==> config.mk <==
export PLATFORM = sky130hd
export DESIGN_NAME = sorted_multiset_store
export DESIGN_NICKNAME = d
export VERILOG_FILES = /design/src/hdl/sms_pkg.sv /design/src/hdl/sms_cell.sv /design/src/hdl/sms_ctrl.sv /design/src/hdl/sorted_multiset_store.sv
export SDC_FILE = /design/constraint.sdc
export NUM_CORES = 2
export LEC_CHECK = 0
export BUFFER_PORTS_ARGS = -buffer_cell sky130_fd_sc_hd__buf_4
export CORE_MARGIN = 10
export CORE_UTILIZATION = 50
export DETAILED_ROUTE_END_ITERATION = 8
export HOLD_SLACK_MARGIN = 0.05
export PLACE_DENSITY = 0.66
export SLEW_MARGIN = 20
export SYNTH_ARGS = -nofsm -noshare
export SYNTH_HDL_FRONTEND = slang
export SYNTH_SLANG_ARGS = --single-unit
==> constraint.sdc <==
create_clock -name clk -period 7.9 [get_ports clk]
set_input_delay 0.79 -clock clk [delete_from_list [all_inputs] [get_ports clk]]
set_output_delay 0.79 -clock clk [all_outputs]
set_load 0.05 [all_outputs]
==> src/hdl/sms_pkg.sv <==
// shared types and constants for the sorted multiset store
package sms_pkg;

  localparam int DEPTH      = 16;
  localparam int DATA_WIDTH = 32;
  localparam int CNT_W      = $clog2(DEPTH + 1);
  localparam int IDX_W      = $clog2(DEPTH);

  typedef logic signed [DATA_WIDTH-1:0] data_t;
  typedef logic [CNT_W-1:0]             cnt_t;
  typedef logic [IDX_W-1:0]             idx_t;

  typedef enum logic [1:0] {
    CMD_INSERT   = 2'd0,
    CMD_CONTAINS = 2'd1,
    CMD_CLEAR    = 2'd2,
    CMD_DUMP     = 2'd3
  } cmd_e;

  typedef enum logic [1:0] {
    ST_OK    = 2'd0,
    ST_FULL  = 2'd1,
    ST_EMPTY = 2'd2
  } status_e;

  typedef enum logic {
    S_IDLE,
    S_DUMP
  } state_e;

  // broadcast to every cell of the chain
  typedef struct packed {
    logic  ins;
    logic  rot;
    data_t value;
  } chain_ctl_t;

endpackage

==> src/hdl/sms_cell.sv <==
// one storage cell of the sorted chain
module sms_cell (
  input  logic                clk,
  input  sms_pkg::chain_ctl_t ctl,
  input  logic                vld,
  input  logic                tail,
  input  logic                left_ge,
  input  sms_pkg::data_t      left_val,
  input  sms_pkg::data_t      right_val,
  input  sms_pkg::data_t      head_val,
  output sms_pkg::data_t      val,
  output logic                ge,
  output logic                eq
);

  // an empty cell counts as larger than anything
  assign ge = !vld || (ctl.value <= val);
  assign eq = vld && (val == ctl.value);

  always_ff @(posedge clk) begin
    if (ctl.ins) begin
      if (left_ge) begin
        val <= left_val;
      end else if (ge) begin
        val <= ctl.value;
      end
    end else if (ctl.rot && vld) begin
      val <= tail ? head_val : right_val;
    end
  end

endmodule

==> src/hdl/sms_ctrl.sv <==
// command sequencer, entry count and output register
module sms_ctrl (
  input  logic                clk,
  input  logic                rst,
  input  logic                s_tvalid,
  output logic                s_tready,
  input  logic [1:0]          s_tuser,
  input  sms_pkg::data_t      s_tdata,
  output logic                m_tvalid,
  input  logic                m_tready,
  output sms_pkg::data_t      m_tdata,
  output logic [2:0]          m_tuser,
  output logic                m_tlast,
  input  logic                hit,
  input  sms_pkg::data_t      head_val,
  output sms_pkg::chain_ctl_t ctl,
  output sms_pkg::cnt_t       count
);

  sms_pkg::state_e  state, state_next;
  sms_pkg::cnt_t    count_next;
  sms_pkg::idx_t    idx, idx_next;
  sms_pkg::cmd_e    cmd;
  sms_pkg::status_e o_status, status;
  sms_pkg::data_t   o_value;
  logic             o_found, o_last, found;
  logic             out_free, accept, load, dump_last, full;

  assign cmd       = sms_pkg::cmd_e'(s_tuser);
  assign out_free  = !m_tvalid || m_tready;
  assign s_tready  = (state == sms_pkg::S_IDLE) && out_free;
  assign accept    = s_tvalid && s_tready;
  assign full      = (count == sms_pkg::cnt_t'(sms_pkg::DEPTH));
  assign dump_last = ((sms_pkg::cnt_t'(idx) + sms_pkg::cnt_t'(1)) == count);

  always_comb begin
    state_next = state;
    case (state)
      sms_pkg::S_IDLE: begin
        if (accept && (cmd == sms_pkg::CMD_DUMP) && (count != '0)) begin
          state_next = sms_pkg::S_DUMP;
        end
      end
      sms_pkg::S_DUMP: begin
        if (out_free && dump_last) begin
          state_next = sms_pkg::S_IDLE;
        end
      end
      default: state_next = sms_pkg::S_IDLE;
    endcase
  end

  always_comb begin
    load       = 1'b0;
    o_value    = '0;
    o_found    = 1'b0;
    o_status   = sms_pkg::ST_OK;
    o_last     = 1'b1;
    ctl.ins    = 1'b0;
    ctl.rot    = 1'b0;
    ctl.value  = s_tdata;
    count_next = count;
    idx_next   = idx;
    case (state)
      sms_pkg::S_IDLE: begin
        if (accept) begin
          load = 1'b1;
          case (cmd)
            sms_pkg::CMD_INSERT: begin
              if (full) begin
                o_status = sms_pkg::ST_FULL;
              end else begin
                ctl.ins    = 1'b1;
                count_next = count + sms_pkg::cnt_t'(1);
              end
            end
            sms_pkg::CMD_CONTAINS: o_found = hit;
            sms_pkg::CMD_CLEAR:    count_next = '0;
            sms_pkg::CMD_DUMP: begin
              if (count == '0) begin
                o_status = sms_pkg::ST_EMPTY;
              end else begin
                // no beat for the command itself; the entries go out from the dump state
                load     = 1'b0;
                idx_next = '0;
              end
            end
            default: load = 1'b1;
          endcase
        end
      end
      sms_pkg::S_DUMP: begin
        if (out_free) begin
          load     = 1'b1;
          o_value  = head_val;
          o_last   = dump_last;
          ctl.rot  = 1'b1;
          idx_next = idx + sms_pkg::idx_t'(1);
        end
      end
      default: load = 1'b0;
    endcase
  end

  always_ff @(posedge clk) begin
    if (rst) begin
      state    <= sms_pkg::S_IDLE;
      count    <= '0;
      idx      <= '0;
      m_tvalid <= 1'b0;
    end else begin
      state <= state_next;
      count <= count_next;
      idx   <= idx_next;
      if (load) begin
        m_tvalid <= 1'b1;
      end else if (m_tready) begin
        m_tvalid <= 1'b0;
      end
    end
  end

  always_ff @(posedge clk) begin
    if (load) begin
      m_tdata <= o_value;
      found   <= o_found;
      status  <= o_status;
      m_tlast <= o_last;
    end
  end

  assign m_tuser = {status, found};

endmodule

==> src/hdl/sorted_multiset_store.sv <==
// top level of the sorted multiset store: cell chain plus sequencer
//
// Keeps up to DEPTH (16) signed 32-bit values in ascending order in a row of
// cells. Insert, contains and clear are each one input beat and one result
// beat; every cell compares its entry with the broadcast value at once, so an
// insert shifts the larger entries one cell right in a single step. Dump of
// n stored entries gives n result beats, one per cycle while the output
// register is free, read at cell 0 while the occupied part of the chain
// rotates one place left; after n steps the original order is back. A dump
// of an empty store gives one beat with status 2. The input takes no new
// beat while a dump runs or while the output register holds a beat that is
// not taken. A full store drops an insert and answers status 1. Entries have
// no reset; the entry count is cleared by reset, so no clearing pass is
// needed.
module sorted_multiset_store (
  input  logic                  clk,
  input  logic                  rst,
  input  logic                  s_tvalid,
  output logic                  s_tready,
  input  sms_pkg::data_t        s_tdata,  // item_value
  input  logic [1:0]            s_tuser,  // command
  output logic                  m_tvalid,
  input  logic                  m_tready,
  output sms_pkg::data_t        m_tdata,  // out_value
  output logic [2:0]            m_tuser,  // {status[1:0], found}
  output logic                  m_tlast   // is_last
);

  sms_pkg::chain_ctl_t          ctl;
  sms_pkg::cnt_t                count;
  sms_pkg::data_t               cell_val [sms_pkg::DEPTH];
  logic [sms_pkg::DEPTH-1:0]    cell_vld;
  logic [sms_pkg::DEPTH-1:0]    cell_tail;
  logic [sms_pkg::DEPTH-1:0]    cell_ge;
  logic [sms_pkg::DEPTH-1:0]    cell_eq;
  logic                         hit;

  // contains: any occupied cell holding an equal value
  assign hit = |cell_eq;

  for (genvar i = 0; i < sms_pkg::DEPTH; i++) begin : g_chain
    // occupancy is a thermometer of the entry count
    assign cell_vld[i] = (sms_pkg::cnt_t'(i) < count);

    if (i == sms_pkg::DEPTH - 1) begin : g_end
      assign cell_tail[i] = cell_vld[i];
    end else begin : g_mid
      assign cell_tail[i] = cell_vld[i] && !cell_vld[i+1];
    end

    if (i == 0) begin : g_first
      sms_cell u_cell (
        .clk       (clk),
        .ctl       (ctl),
        .vld       (cell_vld[i]),
        .tail      (cell_tail[i]),
        .left_ge   (1'b0),
        .left_val  (ctl.value),
        .right_val (cell_val[i+1]),
        .head_val  (cell_val[0]),
        .val       (cell_val[i]),
        .ge        (cell_ge[i]),
        .eq        (cell_eq[i])
      );
    end else if (i == sms_pkg::DEPTH - 1) begin : g_last
      sms_cell u_cell (
        .clk       (clk),
        .ctl       (ctl),
        .vld       (cell_vld[i]),
        .tail      (cell_tail[i]),
        .left_ge   (cell_ge[i-1]),
        .left_val  (cell_val[i-1]),
        .right_val (cell_val[0]),
        .head_val  (cell_val[0]),
        .val       (cell_val[i]),
        .ge        (cell_ge[i]),
        .eq        (cell_eq[i])
      );
    end else begin : g_inner
      sms_cell u_cell (
        .clk       (clk),
        .ctl       (ctl),
        .vld       (cell_vld[i]),
        .tail      (cell_tail[i]),
        .left_ge   (cell_ge[i-1]),
        .left_val  (cell_val[i-1]),
        .right_val (cell_val[i+1]),
        .head_val  (cell_val[0]),
        .val       (cell_val[i]),
        .ge        (cell_ge[i]),
        .eq        (cell_eq[i])
      );
    end
  end

  sms_ctrl u_ctrl (
    .clk      (clk),
    .rst      (rst),
    .s_tvalid (s_tvalid),
    .s_tready (s_tready),
    .s_tuser  (s_tuser),
    .s_tdata  (s_tdata),
    .m_tvalid (m_tvalid),
    .m_tready (m_tready),
    .m_tdata  (m_tdata),
    .m_tuser  (m_tuser),
    .m_tlast  (m_tlast),
    .hit      (hit),
    .head_val (cell_val[0]),
    .ctl      (ctl),
    .count    (count)
  );

  // entry count never passes the capacity
  a_count_bound: assert property (@(posedge clk) disable iff (rst)
    count <= sms_pkg::cnt_t'(sms_pkg::DEPTH))
    else $error("entry count above capacity");

  // the chain never shifts for an insert and rotates for a dump at once
  a_ins_rot: assert property (@(posedge clk) disable iff (rst)
    !(ctl.ins && ctl.rot))
    else $error("insert and rotate together");

  // an insert that goes in grows the count by exactly one
  a_ins_count: assert property (@(posedge clk) disable iff (rst)
    ctl.ins |=> (count == $past(count) + sms_pkg::cnt_t'(1)))
    else $error("insert did not bump count");

  // no input beat is taken while the chain rotates for a dump
  a_rot_busy: assert property (@(posedge clk) disable iff (rst)
    ctl.rot |-> !s_tready)
    else $error("input ready during dump");

endmodule
==> impl_summary.md <==
Outcome
The flow ran to the end, and the final reports show no timing, DRC or antenna violations.

Route
The routed layout has 39,200 vias. The routed design has between 150,000 and 200,000 um of wire. The count of TritonRoute iterations in the first routing pass is 8. After detailed routing, the number of remaining DRC violations is 0. The detailed router finished its first iteration with 5,168 violations. In the routed layout, each cell is associated on average with a via count of around 6.6. The number of nets with antenna violations after detailed routing is 0. In the final routed layout, each cell accounts on average for between 20 and 30 um.

Power and ir drop
The power density normalized to cell area is 161 mW/mm^2. The worst-case IR drop observed on VDD is 0.135 mV. Summed over all cells, the static leakage comes to 20.7 nW.

The overall power consumption is 7.85 mW.

Clock tree
The cell sitting at the root of the clock tree is a sky130_fd_sc_hd__clkbuf_16. Clock latency on the worst-skew pair, taken at its later pin, is about 0.64 ns. TritonCTS built the clock tree.

The number of buffers added by the clock tree synthesis step is 69. The number of hold buffers added after CTS was 0. The clock-pin slew reported for the worst setup and hold paths after clock tree synthesis is approximately 0.06 ns.

The maximum root-to-sink buffer count is 3. The deepest level of the CTS H-tree is 3. Clock tree synthesis found a total of 559 sinks.

The number of gates resized after CTS was 0. The post-CTS repair timing setup buffer count is 0.

Worst setup path
The signal on the critical path passes through clkinv_1 > ha_1 > nand4_1 > or4_1 > nor2_1 > a211oi_2 > o211ai_1 > nand3_1 > buf_4 > o221a_2. The endpoint class of the critical path is a flop. The register-to-register setup slack is 2.72 ns. Data on the critical path arrives at its endpoint at 5.56 ns. Of all nets on the critical path, the largest fanout is 17. In this design, the largest share of critical-path delay is due to simple AND/OR/NAND/NOR gates.

The data required time at the worst endpoint is approximately 8.3 ns. The cell type of the slowest stage on the worst timing path is sky130_fd_sc_hd__nand3_1. The critical path is of the flop to flop type. The worst setup path is launched from a flop. Together, buffers and inverters on the worst path number 2. The largest stage delay on the critical path is 0.90 ns.

Die
After floorplanning, the core was sized to cover 0.0885 sq mm. The full die area is 0.102 sq mm. The top-level I/O count is 76.

The initial core utilization is 0.504. The die boundary height is 319 um. The number of rows in the core area is 109. The horizontal die dimension is between 300 and 400 um.

Placed design
The congestion estimate from routability-driven global placement came to 0.928. The HPWL after detailed placement is between 100,000 and 150,000 um. The count of input and output buffers is 75.

Synth
By instance count, the leading cell after synthesis is sky130_fd_sc_hd__a21oi_1. In this run the cell area of the synthesized design comes to roughly 0.045 sq mm. When the netlist entered floorplanning its net count stood at 5,397. Yosys printed 0 warnings. The post-synthesis compound-gate area fraction came to 0.239. By area the synthesized netlist is led by sky130_fd_sc_hd__edfxtp_1 (37%), sky130_fd_sc_hd__ha_1 (15%), sky130_fd_sc_hd__a21oi_1 (6.5%).

Counting every instance in the synthesized netlist gives 4,840. The mux share of post-synthesis cell area is 0.0585. The count of different cell masters after synthesis is 72.

The post-synthesis xor/xnor area fraction is 0.000981. The proportion of register bits with asynchronous set or reset after synthesis is 0. The number of enable-type register cells in the synthesized netlist is ~550. The share of the yosys chip area belonging to registers is 0.374. In the synthesized netlist, the cells that appear most often are sky130_fd_sc_hd__a21oi_1 (581), sky130_fd_sc_hd__edfxtp_1 (548), sky130_fd_sc_hd__ha_1 (519).

The most used flip-flop cell after synthesis is sky130_fd_sc_hd__edfxtp_1. sky130_fd_sc_hd__edfxtp_1 takes more of the synthesized area than any other cell. The simple-gate share of the synthesized area is 0.106. The combinational family with the most area after synthesis is compound AO/OA/AOI/OAI gates. A synthesized cell averages around 9 sq um. Of the total synthesized cell area, the portion taken by full adders, half adders and majority gates is 0.146.

The share of synthesized area in the top cell type comes to 0.369. The number of register bits inferred by synthesis is ~560.

Timing
The post-layout minimum cycle time is roughly 5.2 ns. The total setup violations reported at the end of the flow is 0. The highest clock rate is 193 MHz. At the pin with the least slew margin, the transition time is 1.19 ns. The number of pins with negative max-slew slack in the final report is 0.

The ratio of final minimum period to clock period is 0.655. The headroom to the max-slew limit is 0.189. Summed over all failing endpoints, the final setup total negative slack is 0 ns. The count of final hold-check violations came to 0.

Setup repair after global routing left no endpoint under its margin. The setup clock skew after layout is 0.0205 ns.

GRT
The largest net degree at the start of global routing is 175. The number of global-route vias before repair is 37,200. The initial antenna violation count is 0. The total congestion overflow after global routing is 0. The first-pass GRT wire length is around 230,000 um. Across every metal layer, demand over resource in global routing totals 0.286.

Hold path
The path class of the tightest hold or removal check is input port to flop.

Layout
In the final layout, the share of cells above drive strength 1 is 0.0669. The final layout contains 5,258 nets. The relative area change from synthesis to final layout is 8.92%.

Job
The number of violations of the max-capacitance limit is 0.
## final timing paths
kind,start,to,depth (start not counted)
worst max-delay path,g_chain[0].g_first.u_cell.val[8]$_DFFE_PP_,g_chain[1].g_inner.u_cell.val[31]$_DFFE_PP_,10
worst min-delay path,rst,u_ctrl.count[2]$_SDFFE_PP0P_,2
worst max register to register,g_chain[0].g_first.u_cell.val[8]$_DFFE_PP_,g_chain[1].g_inner.u_cell.val[31]$_DFFE_PP_,10
worst min register to register,u_ctrl.idx[2]$_SDFFE_PP0P_,u_ctrl.idx[2]$_SDFFE_PP0P_,2
## worst register-to-register path, stage by stage (launching register included)
cell and delay [ns]:
sky130_fd_sc_hd__edfxtp_1 0.79, sky130_fd_sc_hd__clkinv_1 0.51, sky130_fd_sc_hd__ha_1 0.42, sky130_fd_sc_hd__nand4_1 0.24, sky130_fd_sc_hd__or4_1 0.64, sky130_fd_sc_hd__nor2_1 0.23, sky130_fd_sc_hd__a211oi_2 0.09, sky130_fd_sc_hd__o211ai_1 0.27
sky130_fd_sc_hd__nand3_1 0.90, sky130_fd_sc_hd__buf_4 0.55, sky130_fd_sc_hd__o221a_2 0.28
## flip-flops by register name, summed over array words and instances (netlist names)
register and count:
u_ctrl.found 1, g_chain.g_first.u_cell.val 32, u_ctrl.state 1, g_chain.g_inner.u_cell.val 448
u_ctrl.m_tdata 32, u_ctrl.count 5, g_chain.g_last.u_cell.val 32, u_ctrl.m_tlast 1
u_ctrl.status 2, u_ctrl.idx 4, u_ctrl.m_tvalid 1
## metrics by stage
step	cell area (sq um)	hold slack, ns	setup WS [ns]	instances	utilization
2_1_floorplan	44600	0.489	2.36	4840	-
3_3_place_gp	46300	0.518	2.60	5790	0.523
3_5_place_dp	46300	0.526	2.63	5791	0.523
4_1_cts	48500	0.392	2.96	5914	0.548
5_1_grt	48600	0.424	2.66	5918	0.549
6_report	48600	0.419	2.72	5919	0.549
## where the power goes
group | switching (mW) | total (mW) | internal (mW)
Clock | 1.37 | 3.21 | 1.84
Combinational | 0.801 | 1.19 | 0.388
Sequential | 0.0647 | 3.44 | 3.38
## metal layers
metal | vias to the layer above | track usage | wire length [um]
met5 | - | 0 | 0
met4 | 0 | 0.0940 | 4620
met3 | 241 | 0.0507 | 15500
met2 | 2084 | 0.439 | 66500
met1 | 18900 | 0.404 | 65200
li1 | 18000 | - | -
## cells by family (layout without fill, tap and decap cells)
group | after synthesis | after routing
other | 0 | 1
AO/OA/AOI/OAI | 1607 | 1607
multiplexers | 260 | 260
AND/OR/NAND/NOR | 1008 | 1008
XOR/XNOR | 5 | 5
flip-flops | 559 | 559
adder cells (fa/ha/maj) | 520 | 520
buffers and inverters | 881 | 794
## layout make-up
cell class / count / area, sq um
Sequential cell: 559 / 16700
Tap cell: 1165 / 1460
Antenna cell: 1 / 2.50
Fill cell: 7884 / 39900
Inverter: 517 / 1940
Clock buffer: 95 / 1860
Clock inverter: 28 / 315
Multi-Input combinational cell: 3400 / 25100
Timing Repair Buffer: 154 / 1290
## layout by cell type, fill, tap and decap left out, drive strengths merged, types with 46 or more instances in the layout
cell / Yosys / final
o21ai: 346 / 346
nand2: 237 / 237
o32a: 193 / 193
o311ai: 69 / 69
nand3: 64 / 64
edfxtp: 548 / 548
nor2: 397 / 397
a221o: 46 / 46
clkbuf: 313 / 95
buf: 51 / 154
a211oi: 130 / 130
inv: 486 / 490
nand4: 103 / 103
clkinv: 31 / 46
ha: 519 / 519
a21oi: 581 / 581
mux2i: 255 / 255
(Power assumes the default switching activity.)
